`src/rtl/wsht_pkg.sv`:
```
`timescale 1ns / 1ps
`default_nettype none
// ----------------------------------------------------------------------------
// Window stack hit test: shared package
// Parameter defaults, command codes, result width and controller states.
// ----------------------------------------------------------------------------
package wsht_pkg;

  localparam int MAX_WINDOWS_DEF = 16;
  localparam int COORD_BITS_DEF  = 12;
  localparam int NUM_W           = 5;

  localparam logic CMD_ADD   = 1'b0;
  localparam logic CMD_CLICK = 1'b1;

  typedef enum logic [2:0] {
    ST_IDLE,
    ST_ADD,
    ST_SCAN,
    ST_SHIFT,
    ST_RESULT
  } state_t;

endpackage
`default_nettype wire

```
`src/rtl/wsht_if.sv`:
```
`timescale 1ns / 1ps
`default_nettype none
// ----------------------------------------------------------------------------
// Window stack hit test: channel interfaces
// Command channel and result channel, each with valid/ready handshake.
// ----------------------------------------------------------------------------
interface wsht_in_if #(
  parameter int COORD_BITS = wsht_pkg::COORD_BITS_DEF
);
  logic                  valid;
  logic                  ready;
  logic                  command;
  logic [COORD_BITS-1:0] rect_left;
  logic [COORD_BITS-1:0] rect_bottom;
  logic [COORD_BITS-1:0] rect_right;
  logic [COORD_BITS-1:0] rect_top;
  logic [COORD_BITS-1:0] point_x;
  logic [COORD_BITS-1:0] point_y;

  modport source (
    output valid, command, rect_left, rect_bottom, rect_right, rect_top, point_x, point_y,
    input  ready
  );
  modport sink (
    input  valid, command, rect_left, rect_bottom, rect_right, rect_top, point_x, point_y,
    output ready
  );
endinterface

interface wsht_out_if;
  logic                       valid;
  logic                       ready;
  logic                       hit;
  logic [wsht_pkg::NUM_W-1:0] window_number;

  modport source (
    output valid, hit, window_number,
    input  ready
  );
  modport sink (
    input  valid, hit, window_number,
    output ready
  );
endinterface
`default_nettype wire

```
`src/rtl/wsht_ram.sv`:
```
`timescale 1ns / 1ps
`default_nettype none
// ----------------------------------------------------------------------------
// Window stack hit test: simple dual-port RAM
// One write port, one read port, registered read data.
// ----------------------------------------------------------------------------
module wsht_ram #(
  parameter int WIDTH  = 8,
  parameter int DEPTH  = 16,
  parameter int ADDR_W = 4
) (
  input  wire logic              clk,
  input  wire logic              we,
  input  wire logic [ADDR_W-1:0] waddr,
  input  wire logic [WIDTH-1:0]  wdata,
  input  wire logic [ADDR_W-1:0] raddr,
  output logic      [WIDTH-1:0]  rdata
);

  logic [WIDTH-1:0] mem [DEPTH];
  logic [WIDTH-1:0] rdata_r;

  always_ff @(posedge clk) begin
    if (we) begin
      mem[waddr] <= wdata;
    end
  end

  always_ff @(posedge clk) begin
    rdata_r <= mem[raddr];
  end

  assign rdata = rdata_r;

endmodule
`default_nettype wire

```
`src/rtl/wsht_ctrl.sv`:
```
`timescale 1ns / 1ps
`default_nettype none
// ----------------------------------------------------------------------------
// Window stack hit test: controller
// Sequencer for add, pipelined top-down scan, order compaction and result.
// ----------------------------------------------------------------------------
module wsht_ctrl #(
  parameter int MAX_WINDOWS = wsht_pkg::MAX_WINDOWS_DEF,
  parameter int COORD_BITS  = wsht_pkg::COORD_BITS_DEF,
  parameter int IDX_W       = 4
) (
  input  wire logic                    clk,
  input  wire logic                    rst_n,
  wsht_in_if.sink                      in_ch,
  wsht_out_if.source                   out_ch,
  // rectangle store
  output logic                         rect_we,
  output logic [IDX_W-1:0]             rect_waddr,
  output logic [4*COORD_BITS-1:0]      rect_wdata,
  output logic [IDX_W-1:0]             rect_raddr,
  input  wire logic [4*COORD_BITS-1:0] rect_rdata,
  // stack order store, position 0 is the bottom
  output logic                         ord_we,
  output logic [IDX_W-1:0]             ord_waddr,
  output logic [IDX_W-1:0]             ord_wdata,
  output logic [IDX_W-1:0]             ord_raddr,
  input  wire logic [IDX_W-1:0]        ord_rdata
);

  localparam int CNT_W  = $clog2(MAX_WINDOWS + 1);
  localparam int RECT_W = 4 * COORD_BITS;
  localparam int CB     = COORD_BITS;
  localparam int NUM_W  = wsht_pkg::NUM_W;
  localparam logic [CNT_W-1:0] MAX_CNT = CNT_W'(MAX_WINDOWS);

  wsht_pkg::state_t state_r, state_nxt;

  logic [CNT_W-1:0]  count_r, count_nxt;
  logic [RECT_W-1:0] rect_r, rect_nxt;
  logic [CB-1:0]     px_r, px_nxt;
  logic [CB-1:0]     py_r, py_nxt;

  // scan pipeline: issue -> order read -> rectangle read -> compare
  logic              iss_vld_r, iss_vld_nxt;
  logic [IDX_W-1:0]  iss_pos_r, iss_pos_nxt;
  logic              s1_vld_r, s1_vld_nxt;
  logic [IDX_W-1:0]  s1_pos_r, s1_pos_nxt;
  logic              s2_vld_r, s2_vld_nxt;
  logic [IDX_W-1:0]  s2_pos_r, s2_pos_nxt;
  logic [IDX_W-1:0]  s2_slot_r, s2_slot_nxt;

  // compaction
  logic [IDX_W-1:0]  hit_slot_r, hit_slot_nxt;
  logic [CNT_W-1:0]  sh_rd_r, sh_rd_nxt;
  logic              sh_pend_r, sh_pend_nxt;
  logic [IDX_W-1:0]  sh_wpos_r, sh_wpos_nxt;

  logic              res_hit_r, res_hit_nxt;
  logic [NUM_W-1:0]  res_num_r, res_num_nxt;

  logic              out_valid_r, out_valid_nxt;
  logic              out_hit_r, out_hit_nxt;
  logic [NUM_W-1:0]  out_num_r, out_num_nxt;

  logic [CNT_W-1:0]  cnt_m1;
  logic [CNT_W-1:0]  sh_prev;
  logic [CNT_W-1:0]  s2_pos_p1;
  logic [IDX_W:0]    slot_p1;
  logic              in_xfer;
  logic              contains;
  logic [CB-1:0]     r_left, r_bottom, r_right, r_top;

  assign cnt_m1    = count_r - CNT_W'(1);
  assign sh_prev   = sh_rd_r - CNT_W'(1);
  assign s2_pos_p1 = CNT_W'(s2_pos_r) + CNT_W'(1);
  assign slot_p1   = {1'b0, hit_slot_r} + (IDX_W+1)'(1);
  assign in_xfer   = in_ch.valid && in_ch.ready;

  assign r_left   = rect_rdata[4*CB-1:3*CB];
  assign r_bottom = rect_rdata[3*CB-1:2*CB];
  assign r_right  = rect_rdata[2*CB-1:CB];
  assign r_top    = rect_rdata[CB-1:0];
  assign contains = (px_r >= r_left) && (px_r <= r_right) &&
                    (py_r >= r_bottom) && (py_r <= r_top);

  assign in_ch.ready          = (state_r == wsht_pkg::ST_IDLE);
  assign out_ch.valid         = out_valid_r;
  assign out_ch.hit           = out_hit_r;
  assign out_ch.window_number = out_num_r;

  always_ff @(posedge clk) begin
    if (!rst_n) begin
      state_r     <= wsht_pkg::ST_IDLE;
      count_r     <= '0;
      iss_vld_r   <= 1'b0;
      s1_vld_r    <= 1'b0;
      s2_vld_r    <= 1'b0;
      sh_pend_r   <= 1'b0;
      out_valid_r <= 1'b0;
    end else begin
      state_r     <= state_nxt;
      count_r     <= count_nxt;
      iss_vld_r   <= iss_vld_nxt;
      s1_vld_r    <= s1_vld_nxt;
      s2_vld_r    <= s2_vld_nxt;
      sh_pend_r   <= sh_pend_nxt;
      out_valid_r <= out_valid_nxt;
    end
  end

  always_ff @(posedge clk) begin
    rect_r     <= rect_nxt;
    px_r       <= px_nxt;
    py_r       <= py_nxt;
    iss_pos_r  <= iss_pos_nxt;
    s1_pos_r   <= s1_pos_nxt;
    s2_pos_r   <= s2_pos_nxt;
    s2_slot_r  <= s2_slot_nxt;
    hit_slot_r <= hit_slot_nxt;
    sh_rd_r    <= sh_rd_nxt;
    sh_wpos_r  <= sh_wpos_nxt;
    res_hit_r  <= res_hit_nxt;
    res_num_r  <= res_num_nxt;
    out_hit_r  <= out_hit_nxt;
    out_num_r  <= out_num_nxt;
  end

  always_comb begin
    state_nxt     = state_r;
    count_nxt     = count_r;
    rect_nxt      = rect_r;
    px_nxt        = px_r;
    py_nxt        = py_r;
    iss_vld_nxt   = 1'b0;
    iss_pos_nxt   = iss_pos_r;
    s1_vld_nxt    = 1'b0;
    s1_pos_nxt    = iss_pos_r;
    s2_vld_nxt    = 1'b0;
    s2_pos_nxt    = s1_pos_r;
    s2_slot_nxt   = ord_rdata;
    hit_slot_nxt  = hit_slot_r;
    sh_rd_nxt     = sh_rd_r;
    sh_pend_nxt   = 1'b0;
    sh_wpos_nxt   = sh_wpos_r;
    res_hit_nxt   = res_hit_r;
    res_num_nxt   = res_num_r;
    out_valid_nxt = out_valid_r && !out_ch.ready;
    out_hit_nxt   = out_hit_r;
    out_num_nxt   = out_num_r;

    rect_we    = 1'b0;
    rect_waddr = count_r[IDX_W-1:0];
    rect_wdata = rect_r;
    rect_raddr = ord_rdata;
    ord_we     = 1'b0;
    ord_waddr  = count_r[IDX_W-1:0];
    ord_wdata  = count_r[IDX_W-1:0];
    ord_raddr  = iss_pos_r;

    unique case (state_r)
      wsht_pkg::ST_IDLE: begin
        if (in_xfer) begin
          rect_nxt = {in_ch.rect_left, in_ch.rect_bottom, in_ch.rect_right, in_ch.rect_top};
          px_nxt   = in_ch.point_x;
          py_nxt   = in_ch.point_y;
          if (in_ch.command == wsht_pkg::CMD_ADD) begin
            state_nxt = wsht_pkg::ST_ADD;
          end else if (count_r == '0) begin
            // empty stack: straight to a miss
            res_hit_nxt = 1'b0;
            res_num_nxt = '0;
            state_nxt   = wsht_pkg::ST_RESULT;
          end else begin
            iss_vld_nxt = 1'b1;
            iss_pos_nxt = cnt_m1[IDX_W-1:0];
            state_nxt   = wsht_pkg::ST_SCAN;
          end
        end
      end

      wsht_pkg::ST_ADD: begin
        // drop the add when the table is full
        if (count_r != MAX_CNT) begin
          rect_we   = 1'b1;
          ord_we    = 1'b1;
          count_nxt = count_r + CNT_W'(1);
        end
        state_nxt = wsht_pkg::ST_IDLE;
      end

      wsht_pkg::ST_SCAN: begin
        // advance the pipeline, issuing from the top position downwards
        if (iss_vld_r) begin
          s1_vld_nxt  = 1'b1;
          iss_vld_nxt = (iss_pos_r != '0);
          iss_pos_nxt = iss_pos_r - IDX_W'(1);
        end
        s2_vld_nxt = s1_vld_r;
        if (s2_vld_r && contains) begin
          iss_vld_nxt  = 1'b0;
          s1_vld_nxt   = 1'b0;
          s2_vld_nxt   = 1'b0;
          hit_slot_nxt = s2_slot_r;
          sh_rd_nxt    = s2_pos_p1;
          state_nxt    = wsht_pkg::ST_SHIFT;
        end else if (s2_vld_r && s2_pos_r == '0) begin
          res_hit_nxt = 1'b0;
          res_num_nxt = '0;
          state_nxt   = wsht_pkg::ST_RESULT;
        end
      end

      wsht_pkg::ST_SHIFT: begin
        // close the gap: order[j] <= order[j+1], then the hit slot goes on top
        ord_raddr = sh_rd_r[IDX_W-1:0];
        if (sh_pend_r) begin
          ord_we    = 1'b1;
          ord_waddr = sh_wpos_r;
          ord_wdata = ord_rdata;
        end
        if (sh_rd_r != count_r) begin
          sh_pend_nxt = 1'b1;
          sh_wpos_nxt = sh_prev[IDX_W-1:0];
          sh_rd_nxt   = sh_rd_r + CNT_W'(1);
        end else if (!sh_pend_r) begin
          ord_we      = 1'b1;
          ord_waddr   = cnt_m1[IDX_W-1:0];
          ord_wdata   = hit_slot_r;
          res_hit_nxt = 1'b1;
          res_num_nxt = NUM_W'(slot_p1);
          state_nxt   = wsht_pkg::ST_RESULT;
        end
      end

      wsht_pkg::ST_RESULT: begin
        // hold until the output register is free
        if (!out_valid_r || out_ch.ready) begin
          out_valid_nxt = 1'b1;
          out_hit_nxt   = res_hit_r;
          out_num_nxt   = res_num_r;
          state_nxt     = wsht_pkg::ST_IDLE;
        end
      end

      default: begin
        state_nxt = wsht_pkg::ST_IDLE;
      end
    endcase
  end

endmodule
`default_nettype wire

```
`src/rtl/window_stack_hit_test_unit.sv`:
```
`timescale 1ns / 1ps
`default_nettype none
// ----------------------------------------------------------------------------
// Window stack hit test unit
// Z-ordered window stack with inclusive point hit test and move-to-front.
// ----------------------------------------------------------------------------
// Channels: in_ch carries one command per transfer (add a rectangle or click
// at a point); out_ch carries one result transfer per click, none per add.
// Adds number windows from 1 in add order; an add with the table full is
// dropped. A click returns hit with the topmost window containing the point
// (edges inclusive) and moves it to the top; a miss returns hit low, number 0.
// A click scans top down through a three-step pipeline (order read, rectangle
// read, compare), then on a hit compacts the order store from the hit
// position upwards, one entry a cycle, drains the last write and puts the hit
// slot on top; a hit, a miss and a click on an empty stack then load the
// result register. The single write port of the order store sets the
// compaction length. One command is in work at a time.
// The result register parts the two channels: a stalled receiver blocks only
// the next click at its result step, and a new command is taken meanwhile.
// Reset clears the window count and all handshake state; the stores hold
// stale data that is never read before it is rewritten, so no clearing pass.
// ----------------------------------------------------------------------------
module window_stack_hit_test_unit #(
  parameter int MAX_WINDOWS = wsht_pkg::MAX_WINDOWS_DEF,
  parameter int COORD_BITS  = wsht_pkg::COORD_BITS_DEF
) (
  input  wire logic  clk,
  input  wire logic  rst_n,
  wsht_in_if.sink    in_ch,
  wsht_out_if.source out_ch
);

  // slot and position index width; at least one bit for a single window
  localparam int IDX_W  = (MAX_WINDOWS > 1) ? $clog2(MAX_WINDOWS) : 1;
  localparam int RECT_W = 4 * COORD_BITS;

  logic              rect_we;
  logic [IDX_W-1:0]  rect_waddr;
  logic [RECT_W-1:0] rect_wdata;
  logic [IDX_W-1:0]  rect_raddr;
  logic [RECT_W-1:0] rect_rdata;

  logic              ord_we;
  logic [IDX_W-1:0]  ord_waddr;
  logic [IDX_W-1:0]  ord_wdata;
  logic [IDX_W-1:0]  ord_raddr;
  logic [IDX_W-1:0]  ord_rdata;

  // rectangle per slot: {left, bottom, right, top}
  wsht_ram #(
    .WIDTH  (RECT_W),
    .DEPTH  (MAX_WINDOWS),
    .ADDR_W (IDX_W)
  ) u_rect_ram (
    .clk   (clk),
    .we    (rect_we),
    .waddr (rect_waddr),
    .wdata (rect_wdata),
    .raddr (rect_raddr),
    .rdata (rect_rdata)
  );

  // slot per stack position; the highest occupied position is the top
  wsht_ram #(
    .WIDTH  (IDX_W),
    .DEPTH  (MAX_WINDOWS),
    .ADDR_W (IDX_W)
  ) u_order_ram (
    .clk   (clk),
    .we    (ord_we),
    .waddr (ord_waddr),
    .wdata (ord_wdata),
    .raddr (ord_raddr),
    .rdata (ord_rdata)
  );

  wsht_ctrl #(
    .MAX_WINDOWS (MAX_WINDOWS),
    .COORD_BITS  (COORD_BITS),
    .IDX_W       (IDX_W)
  ) u_ctrl (
    .clk        (clk),
    .rst_n      (rst_n),
    .in_ch      (in_ch),
    .out_ch     (out_ch),
    .rect_we    (rect_we),
    .rect_waddr (rect_waddr),
    .rect_wdata (rect_wdata),
    .rect_raddr (rect_raddr),
    .rect_rdata (rect_rdata),
    .ord_we     (ord_we),
    .ord_waddr  (ord_waddr),
    .ord_wdata  (ord_wdata),
    .ord_raddr  (ord_raddr),
    .ord_rdata  (ord_rdata)
  );

endmodule
`default_nettype wire

```
`src/flat_wrapper.sv`:
```
// flat-port wrapper written by rule: the top's interface ports become plain ports
module window_stack_hit_test_unit_flat 
#(
  parameter int MAX_WINDOWS = wsht_pkg::MAX_WINDOWS_DEF,
  parameter int COORD_BITS  = wsht_pkg::COORD_BITS_DEF
)
  (clk, rst_n, in_ch_valid, in_ch_command, in_ch_rect_left, in_ch_rect_bottom, in_ch_rect_right, in_ch_rect_top, in_ch_point_x, in_ch_point_y, in_ch_ready, out_ch_valid, out_ch_hit, out_ch_window_number, out_ch_ready);
  wsht_in_if #(.COORD_BITS(COORD_BITS)) in_ch_i ();
  wsht_out_if out_ch_i ();
  input  wire logic clk;
  input  wire logic rst_n;
  input wire logic [$bits(in_ch_i.valid)-1:0] in_ch_valid;
  input wire logic [$bits(in_ch_i.command)-1:0] in_ch_command;
  input wire logic [$bits(in_ch_i.rect_left)-1:0] in_ch_rect_left;
  input wire logic [$bits(in_ch_i.rect_bottom)-1:0] in_ch_rect_bottom;
  input wire logic [$bits(in_ch_i.rect_right)-1:0] in_ch_rect_right;
  input wire logic [$bits(in_ch_i.rect_top)-1:0] in_ch_rect_top;
  input wire logic [$bits(in_ch_i.point_x)-1:0] in_ch_point_x;
  input wire logic [$bits(in_ch_i.point_y)-1:0] in_ch_point_y;
  output wire logic [$bits(in_ch_i.ready)-1:0] in_ch_ready;
  output wire logic [$bits(out_ch_i.valid)-1:0] out_ch_valid;
  output wire logic [$bits(out_ch_i.hit)-1:0] out_ch_hit;
  output wire logic [$bits(out_ch_i.window_number)-1:0] out_ch_window_number;
  input wire logic [$bits(out_ch_i.ready)-1:0] out_ch_ready;
  assign in_ch_i.valid = in_ch_valid;
  assign in_ch_i.command = in_ch_command;
  assign in_ch_i.rect_left = in_ch_rect_left;
  assign in_ch_i.rect_bottom = in_ch_rect_bottom;
  assign in_ch_i.rect_right = in_ch_rect_right;
  assign in_ch_i.rect_top = in_ch_rect_top;
  assign in_ch_i.point_x = in_ch_point_x;
  assign in_ch_i.point_y = in_ch_point_y;
  assign in_ch_ready = in_ch_i.ready;
  assign out_ch_valid = out_ch_i.valid;
  assign out_ch_hit = out_ch_i.hit;
  assign out_ch_window_number = out_ch_i.window_number;
  assign out_ch_i.ready = out_ch_ready;
  window_stack_hit_test_unit #(.MAX_WINDOWS(MAX_WINDOWS), .COORD_BITS(COORD_BITS)) u_core (.clk(clk), .rst_n(rst_n), .in_ch(in_ch_i), .out_ch(out_ch_i));
endmodule
```
`config.mk`:
```
export PLATFORM = sky130hd
export DESIGN_NAME = window_stack_hit_test_unit_flat
export DESIGN_NICKNAME = d
export VERILOG_FILES = /design/src/rtl/wsht_pkg.sv /design/src/rtl/wsht_if.sv /design/src/rtl/wsht_ram.sv /design/src/rtl/wsht_ctrl.sv /design/src/rtl/window_stack_hit_test_unit.sv /design/src/flat_wrapper.sv
export SDC_FILE = /design/constraint.sdc
export NUM_CORES = 1
export LEC_CHECK = 0
export BUFFER_PORTS_ARGS = -buffer_cell sky130_fd_sc_hd__buf_2
export CAP_MARGIN = 10
export CORE_MARGIN = 5
export CORE_UTILIZATION = 40
export DETAILED_ROUTE_END_ITERATION = 8
export SLEW_MARGIN = 5
export SYNTH_ARGS = -nofsm -noshare
export SYNTH_HDL_FRONTEND = slang
export SYNTH_SLANG_ARGS = --single-unit
```
`constraint.sdc`:
```
create_clock -name clk -period 6.95 [get_ports clk]
set_input_delay 1.0425 -clock clk [delete_from_list [all_inputs] [get_ports clk]]
set_output_delay 1.0425 -clock clk [all_outputs]
set_load 0.05 [all_outputs]
```
== Word-level counts from Yosys, hierarchy flattened ==
Memories as Yosys holds them, arrays and structs flattened. A register that Yosys moved wholly into a read port is not among the register bits.
Index checks and enable logic that the tools add are counted.
Operators by class
  add/sub/neg operators: 7
  $mul: 0
  div/mod/pow operators: 0
  magnitude comparators: 4
  equality and inequality tests: 19
  shift-type cells: 0
  muxes and demuxes: 62
  bitwise operators: 2
  reductions and logical operators: 28
Operator list (count)
  2-to-1 mux 4 bit: 13
  2-to-1 mux 5 bit: 9
  2-to-1 mux 1 bit: 25
  >= comparator 12 bit: 2
  <= comparator 12 bit: 2
  2-to-1 mux 3 bit: 8
  inequality test 2 bit, second input constant: 10
  case mux 5 bit (3 select lines): 1
  case mux 3 bit (4 select lines): 1
  AND reduction 2 bit: 6
  subtractor 4 x 1 -> 4 bit, second input constant: 3
  adder 4 x 1 -> 5 bit, second input constant: 2
  adder 5 x 1 -> 5 bit, second input constant: 2
  case mux 5 bit (2 select lines): 1
  AND reduction 5 bit: 2
  case mux 4 bit (2 select lines): 1
  AND reduction 8 bit: 1
  logical AND 1 bit: 7
  equality test 3 x 2 -> 1 bit, second input constant: 2
  zero test 5 bit: 1
  inequality test 5 bit: 1
  inequality test 5 bit, second input constant: 1
  zero test 4 bit: 1
  inequality test 2 x 1 -> 1 bit, second input constant: 2
  other kinds (14): 18
Storage, ports and cells
  register bits: 126
  bits in latches: 0
  memory bits (writable): 832
  ROM bits: 0
  input port bits: 77
  output and inout bits: 8
  word-level logic and storage cells: 145
  memories: 2
Memories
  u_core.u_rect_ram.mem: depth 16, width 48, rd ports 1, clocked after Yosys merged registers in 1, write ports 1, RTL line wsht_ram.sv:20  | logic [WIDTH-1:0] mem [DEPTH];
  u_core.u_order_ram.mem: depth 16, width 4, rd ports 1, clocked after Yosys merged registers in 1, write ports 1, RTL line wsht_ram.sv:20

== Longest topological paths before layout ==
  word-level depth: 7
  mapped depth: 10
  mapped depth without buffers: 9

== Hierarchy ==
A second synthesis with hierarchy kept.
Unflattened totals
  cells, all modules: 1846
  area, all modules: 38251.7 um^2
Modules (own cells, without submodules)
  wsht_ram at u_core.u_rect_ram: instances 1, cells an instance 1242, area an instance 29691.0 um^2, seq. area each 24023.0 um^2
  wsht_ctrl: instances 1, cells an instance 474, area an instance 5894.4 um^2, seq. area each 3533.4 um^2
  wsht_ram at u_core.u_order_ram: instances 1, cells an instance 130, area an instance 2666.3 um^2, seq. area each 2001.9 um^2

== Worst setup path before layout ==
Ideal clock, no wire load.
  path kind: reg2reg
  start point: register u_core.u_ctrl.state_r[0]
  end point: register u_core.u_ctrl.px_r[0] (enable)
  library setup time: 0.438 ns
  arrival time: 3.470 ns
  data required time: 6.512 ns
  path slack: 3.042 ns
  cell stages (with the launch flop): 4
  path buffers: 1
  period minus slack after synthesis: 3.908 ns
  cell sequence: dfxtp_1 > buf_2 > nor3_1 > and2_1
On the way
  cells in the longest elaborated chain, start to end: 3
RTL lines
  start, declared: RTL line wsht_ctrl.sv:36  | wsht_pkg::state_t state_r, state_nxt;
  start signal, assigned: RTL line wsht_ctrl.sv:93  | state_r <= wsht_pkg::ST_IDLE;
  start signal, assigned: RTL line wsht_ctrl.sv:101  | state_r <= state_nxt;
  zero test 3 bit (*): RTL line wsht_ctrl.sv:86  | assign in_ch.ready = (state_r == wsht_pkg::ST_IDLE);
  net in_ch_ready: RTL line flat_wrapper.sv:20  | output wire logic [$bits(in_ch_i.ready)-1:0] in_ch_ready;
  logical AND 1 bit: RTL line wsht_ctrl.sv:77  | assign in_xfer = in_ch.valid && in_ch.ready;
  AND reduction 2 bit (no source line) (*)
  end signal, assigned: RTL line wsht_ctrl.sv:113  | px_r <= px_nxt;
  end, declared: RTL line wsht_ctrl.sv:40  | logic [CB-1:0] px_r, px_nxt;
The timed path passes the listed nets; every way through them passes the cells marked *.
A chain may end at the register's enable or synchronous reset.

== Final worst setup path ==
  start point: register u_core.u_ctrl.py_r[1]
  end point: register u_core.u_ctrl.sh_rd_r[4] (enable)
On the way
  cells in the longest elaborated chain, start to end: 6
  elaborated cells on any way between the ends: 7
  those cells by class: order compare: 2; eq/ne: 1; reduce/logical: 4
RTL lines
  start, declared: RTL line wsht_ctrl.sv:41  | logic [CB-1:0] py_r, py_nxt;
  start signal, assigned: RTL line wsht_ctrl.sv:114  | py_r <= py_nxt;
  >= comparator 12 bit: RTL line wsht_ctrl.sv:84  | (py_r >= r_bottom) && (py_r <= r_top);
  logical AND 1 bit: RTL line wsht_ctrl.sv:83  | assign contains = (px_r >= r_left) && (px_r <= r_right) &&
  logical AND 1 bit (*): RTL line wsht_ctrl.sv:84
  logical AND 1 bit (*): RTL line wsht_ctrl.sv:199  | if (s2_vld_r && contains) begin
  inequality test 2 bit (no source line) (*)
  AND reduction 3 bit (no source line) (*)
  end signal, assigned: RTL line wsht_ctrl.sv:120  | sh_rd_r <= sh_rd_nxt;
  end, declared: RTL line wsht_ctrl.sv:54  | logic [CNT_W-1:0] sh_rd_r, sh_rd_nxt;
Every way passes the cells marked *; elsewhere a longest branch is shown, timed or not.

==> metrics.csv <==
stage,metric,value,unit
outcome,outcome,"complete, no violations",
cts,TritonCTS clock tree,built,
sta,RSZ-0062 raised after global routing,no,
global_route,total track usage,16.5,%
cts,H-tree depth,3,
final_layout,fin nets,2067,
detailed_routing,DRT Wirelength,85.7,mm
worst_setup_path,Critical Path RT,7.22,ns
global_route,total gr overflow,0,
yosys,most common flop cell mapped by yosys,edfxtp_1,
flow_run,Max-Cap Viols,0,
placed_design,placed cells,3095,
sta,measured slew at the worst slew-check pin,1.14,ns
yosys,Synth Warn #,0,
cts,"Clk Latency, worst-skew pair",0.68,ns
yosys,Netlist cell types,60,
yosys,"EDFF count, synth",933,
cts,Hold Buf Count CTS,0,
yosys,"flops & latches, synth",1010,
yosys,synthesized area per cell,21.5,µm²
worst_setup_path,FF-to-FF Start,u_core.u_ctrl.py_r[1],
placed_design,Detailed Place HPWL,45.4,mm
power_and_ir_drop,PwrDens,294,nW/µm²
worst_setup_path,CP endpoint kind,register,
hold_path,hold path depth,0,
yosys,sequential area share after synthesis,76.8,%
power_and_ir_drop,Internal Dissipation,10.2,mW
power_and_ir_drop,Clock Power Share,42.4,%
hold_path,launch point of the worst hold path,u_core.u_ctrl.s1_pos_r[1],
hold_path,worst hold-check path type,reg2reg,
detailed_routing,Via density,5.44,
detailed_routing,Residual DRC,0,
sta,fin crit share,46.1,%
worst_setup_path,R2R Setup Slk,3.74,ns
yosys,Mapped Cells,1794,
cts,CTS root buf,clkbuf_16,
sta,Clock Skew,0.0569,ns
power_and_ir_drop,maximum VDD drop,214,µV
die,Rows,113,
yosys,Post-Syn Nets,1928,
power_and_ir_drop,Logic pwr share,3.6,%
final_layout,post-route insts no fill,3288,
cts,PostCTS Resize Cnt,0,
worst_setup_path,worst r2r path cells,7,
sta,minimum clock period,3.21,ns
global_route,largest net degree at the start of global routing,103,
cts,post-CTS setup buffers,0,
worst_setup_path,CP max FO,9,
die,boundary pin count,85,
die,Initial Util,40.4,%
die,Die Y,320,µm
yosys,asr flop ratio synth,0,%
cts,Clock Sinks,1010,
worst_setup_path,WP data arrival,3.48,ns
yosys,Mapped Area,38500,µm²
detailed_routing,via count,17900,
power_and_ir_drop,sw frac,20.9,%
sta,Max Clock Freq,312,MHz
die,Die ar.,103000,µm²
worst_setup_path,critical path class,reg2reg,
final_layout,Fillers,7966,
sta,final hold violations,0,
final_layout,Layout area overhead,13.5,%
global_route,first-pass GRT wire length,125,mm
sta,setup TNS,0,ns
detailed_routing,"antenna viol nets, final",0,
power_and_ir_drop,Psw,2.69,mW
die,Placeable Area,95300,µm²
detailed_routing,TritonRoute pass-1 iters,4,
detailed_routing,drt wl/cell,26.1,µm
cts,CTS buffer count,101,
sta,slew margin rel.,24.0,%
sta,Final Max Tran Viols,0,
power_and_ir_drop,power share of the sequential group,54.0,%
detailed_routing,DR iter-0 viols,1587,
worst_setup_path,FF-to-FF End,u_core.u_ctrl.sh_rd_r[4],
power_and_ir_drop,Leakage,14.3,nW
cts,"Reg clk slew, reported paths",0.06,ns
die,Die Span X,320,µm
global_route,initial antenna violation count,2,
cts,Longest Clk Path Bufs,3,
worst_setup_path,CP startpoint kind,register,
sta,Final setup viols,0,
hold_path,hold worst-path end,u_core.u_ctrl.s2_pos_r[1],
placed_design,final RePlAce weighted congestion,0.805,
placed_design,number of I/O port buffers,84,
final_layout,layout cells sized above 1,26.4,%
global_route,vias in the first global route,18600,
-- power by group through the flow --
stage | clock [mW] | combinational [mW] | sequential (mW)
floorplan | 0 | 0.341 | 6.99
global placement | 0 | 0.468 | 7.05
detailed placement | 0 | 0.472 | 7.06
CTS | 5.56 | 0.475 | 6.93
global route | 5.82 | 0.508 | 6.95
finish | 5.45 | 0.465 | 6.93
-- stage by stage --
step                utilization (%)  cell area (µm²)  worst slack (ns)  hold WS (ns)  power [mW]
floorplan                         -            38500              3.04         0.310        7.33
global placement               42.3            40300              3.84         0.310        7.52
detailed placement             42.3            40300              3.78         0.318        7.53
CTS                            45.9            43700              3.79         0.329        13.0
global route                   45.9            43700              3.60         0.343        13.3
finish                         45.9            43700              3.74         0.329        12.8
-- placed cells by master, fill, tap and decap left out, types with 36 or more instances in the layout --
cell,n
a21oi_1,36
buf_2,84
clkbuf_16,101
dfxtp_1,73
edfxtp_1,933
ha_1,57
inv_1,60
mux4_2,240
nand2_1,61
nor2_1,37
-- cells by family after synthesis --
logic type	synth area share, %
xor gates and xnor gates	0.455
DFF	76.8
buffers and inverters	1.82
adders and majority gates	1.85
AOI/OAI and AO/OA	2.33
and+or+nand+nor	2.64
muxes	14.1
-- worst max-delay path, cell delays in order (launching register included) --
cell      delay [ns]
edfxtp_1        0.40
ha_1            0.33
nor2b_1         0.13
o211ai_1        0.18
a211oi_1        0.10
o31ai_1         0.65
nand4_2         0.47
o22ai_1         0.54
-- state kept, by name (all words and copies together), names as in the netlist, 5 cells and up --
name	flops
u_core.u_rect_ram.rdata	48
u_core.u_ctrl.count_r	5
u_core.u_ctrl.out_ch.window_number	5
u_core.u_ctrl.px_r	12
u_core.u_order_ram.mem	64
u_core.u_ctrl.sh_rd_r	5
u_core.u_ctrl.py_r	12
u_core.u_ctrl.rect_wdata	48
u_core.u_ctrl.res_num_r	5
u_core.u_rect_ram.mem	768
-- synthesized netlist by cell type, types with 11 or more instances --
cell type	n	share of area (%)
dfxtp_1	77	4.0
mux4_2	240	14
inv_1	60	0.59
and2_1	28	0.46
nor2_1	38	0.37
a21oi_1	36	0.47
edfxtp_1	933	73
nand2_1	61	0.59
a211oi_1	22	0.43
xor2_1	11	0.25
buf_6	20	0.59
buf_2	18	0.23
and2_0	11	0.18
o21ai_0	11	0.14
ha_1	57	1.9
clkbuf_1	31	0.30
-- per-layer routing --
layer	wire length, µm	track usage [%]	vias up
met5	0	0	-
met4	1670	3.69	0
met3	4920	2.97	111
met2	41700	26.6	529
met1	37400	23.9	9583
li1	-	-	7654
-- area by class of cell --
| class | instances | area (µm²) | area share [%] |
|---|---|---|---|
| Timing Repair Buffer | 114 | 671 | 1.53 |
| Inverter | 60 | 225 | 0.515 |
| Antenna cell | 2 | 5.00 | 0.0115 |
| Tap cell | 1265 | 1580 | 3.62 |
| Multi-Input combinational cell | 646 | 8290 | 19.0 |
| Clock inverter | 57 | 656 | 1.50 |
| Sequential cell | 1010 | 29600 | 67.7 |
| Clock buffer | 134 | 2700 | 6.18 |
-- how the worst max path moves through the flow --
stage | from | endpoint | slack, ns | depth (start not counted)
6_report | u_core.u_ctrl.py_r[1] | u_core.u_ctrl.sh_rd_r[4] | 3.74 | 7
5_1_grt | u_core.u_order_ram.rdata[0] | u_core.u_rect_ram.rdata[32] | 3.60 | 3
3_5_place_dp | u_core.u_order_ram.rdata[0] | u_core.u_rect_ram.rdata[25] | 3.78 | 3
2_1_floorplan | u_core.u_ctrl.state_r[0] | u_core.u_ctrl.px_r[0] | 3.04 | 3
4_1_cts | u_core.u_order_ram.rdata[0] | u_core.u_rect_ram.rdata[25] | 3.79 | 3
3_3_place_gp | u_core.u_order_ram.rdata[0] | u_core.u_rect_ram.rdata[25] | 3.84 | 3
Power figures use the tool's default switching activity.
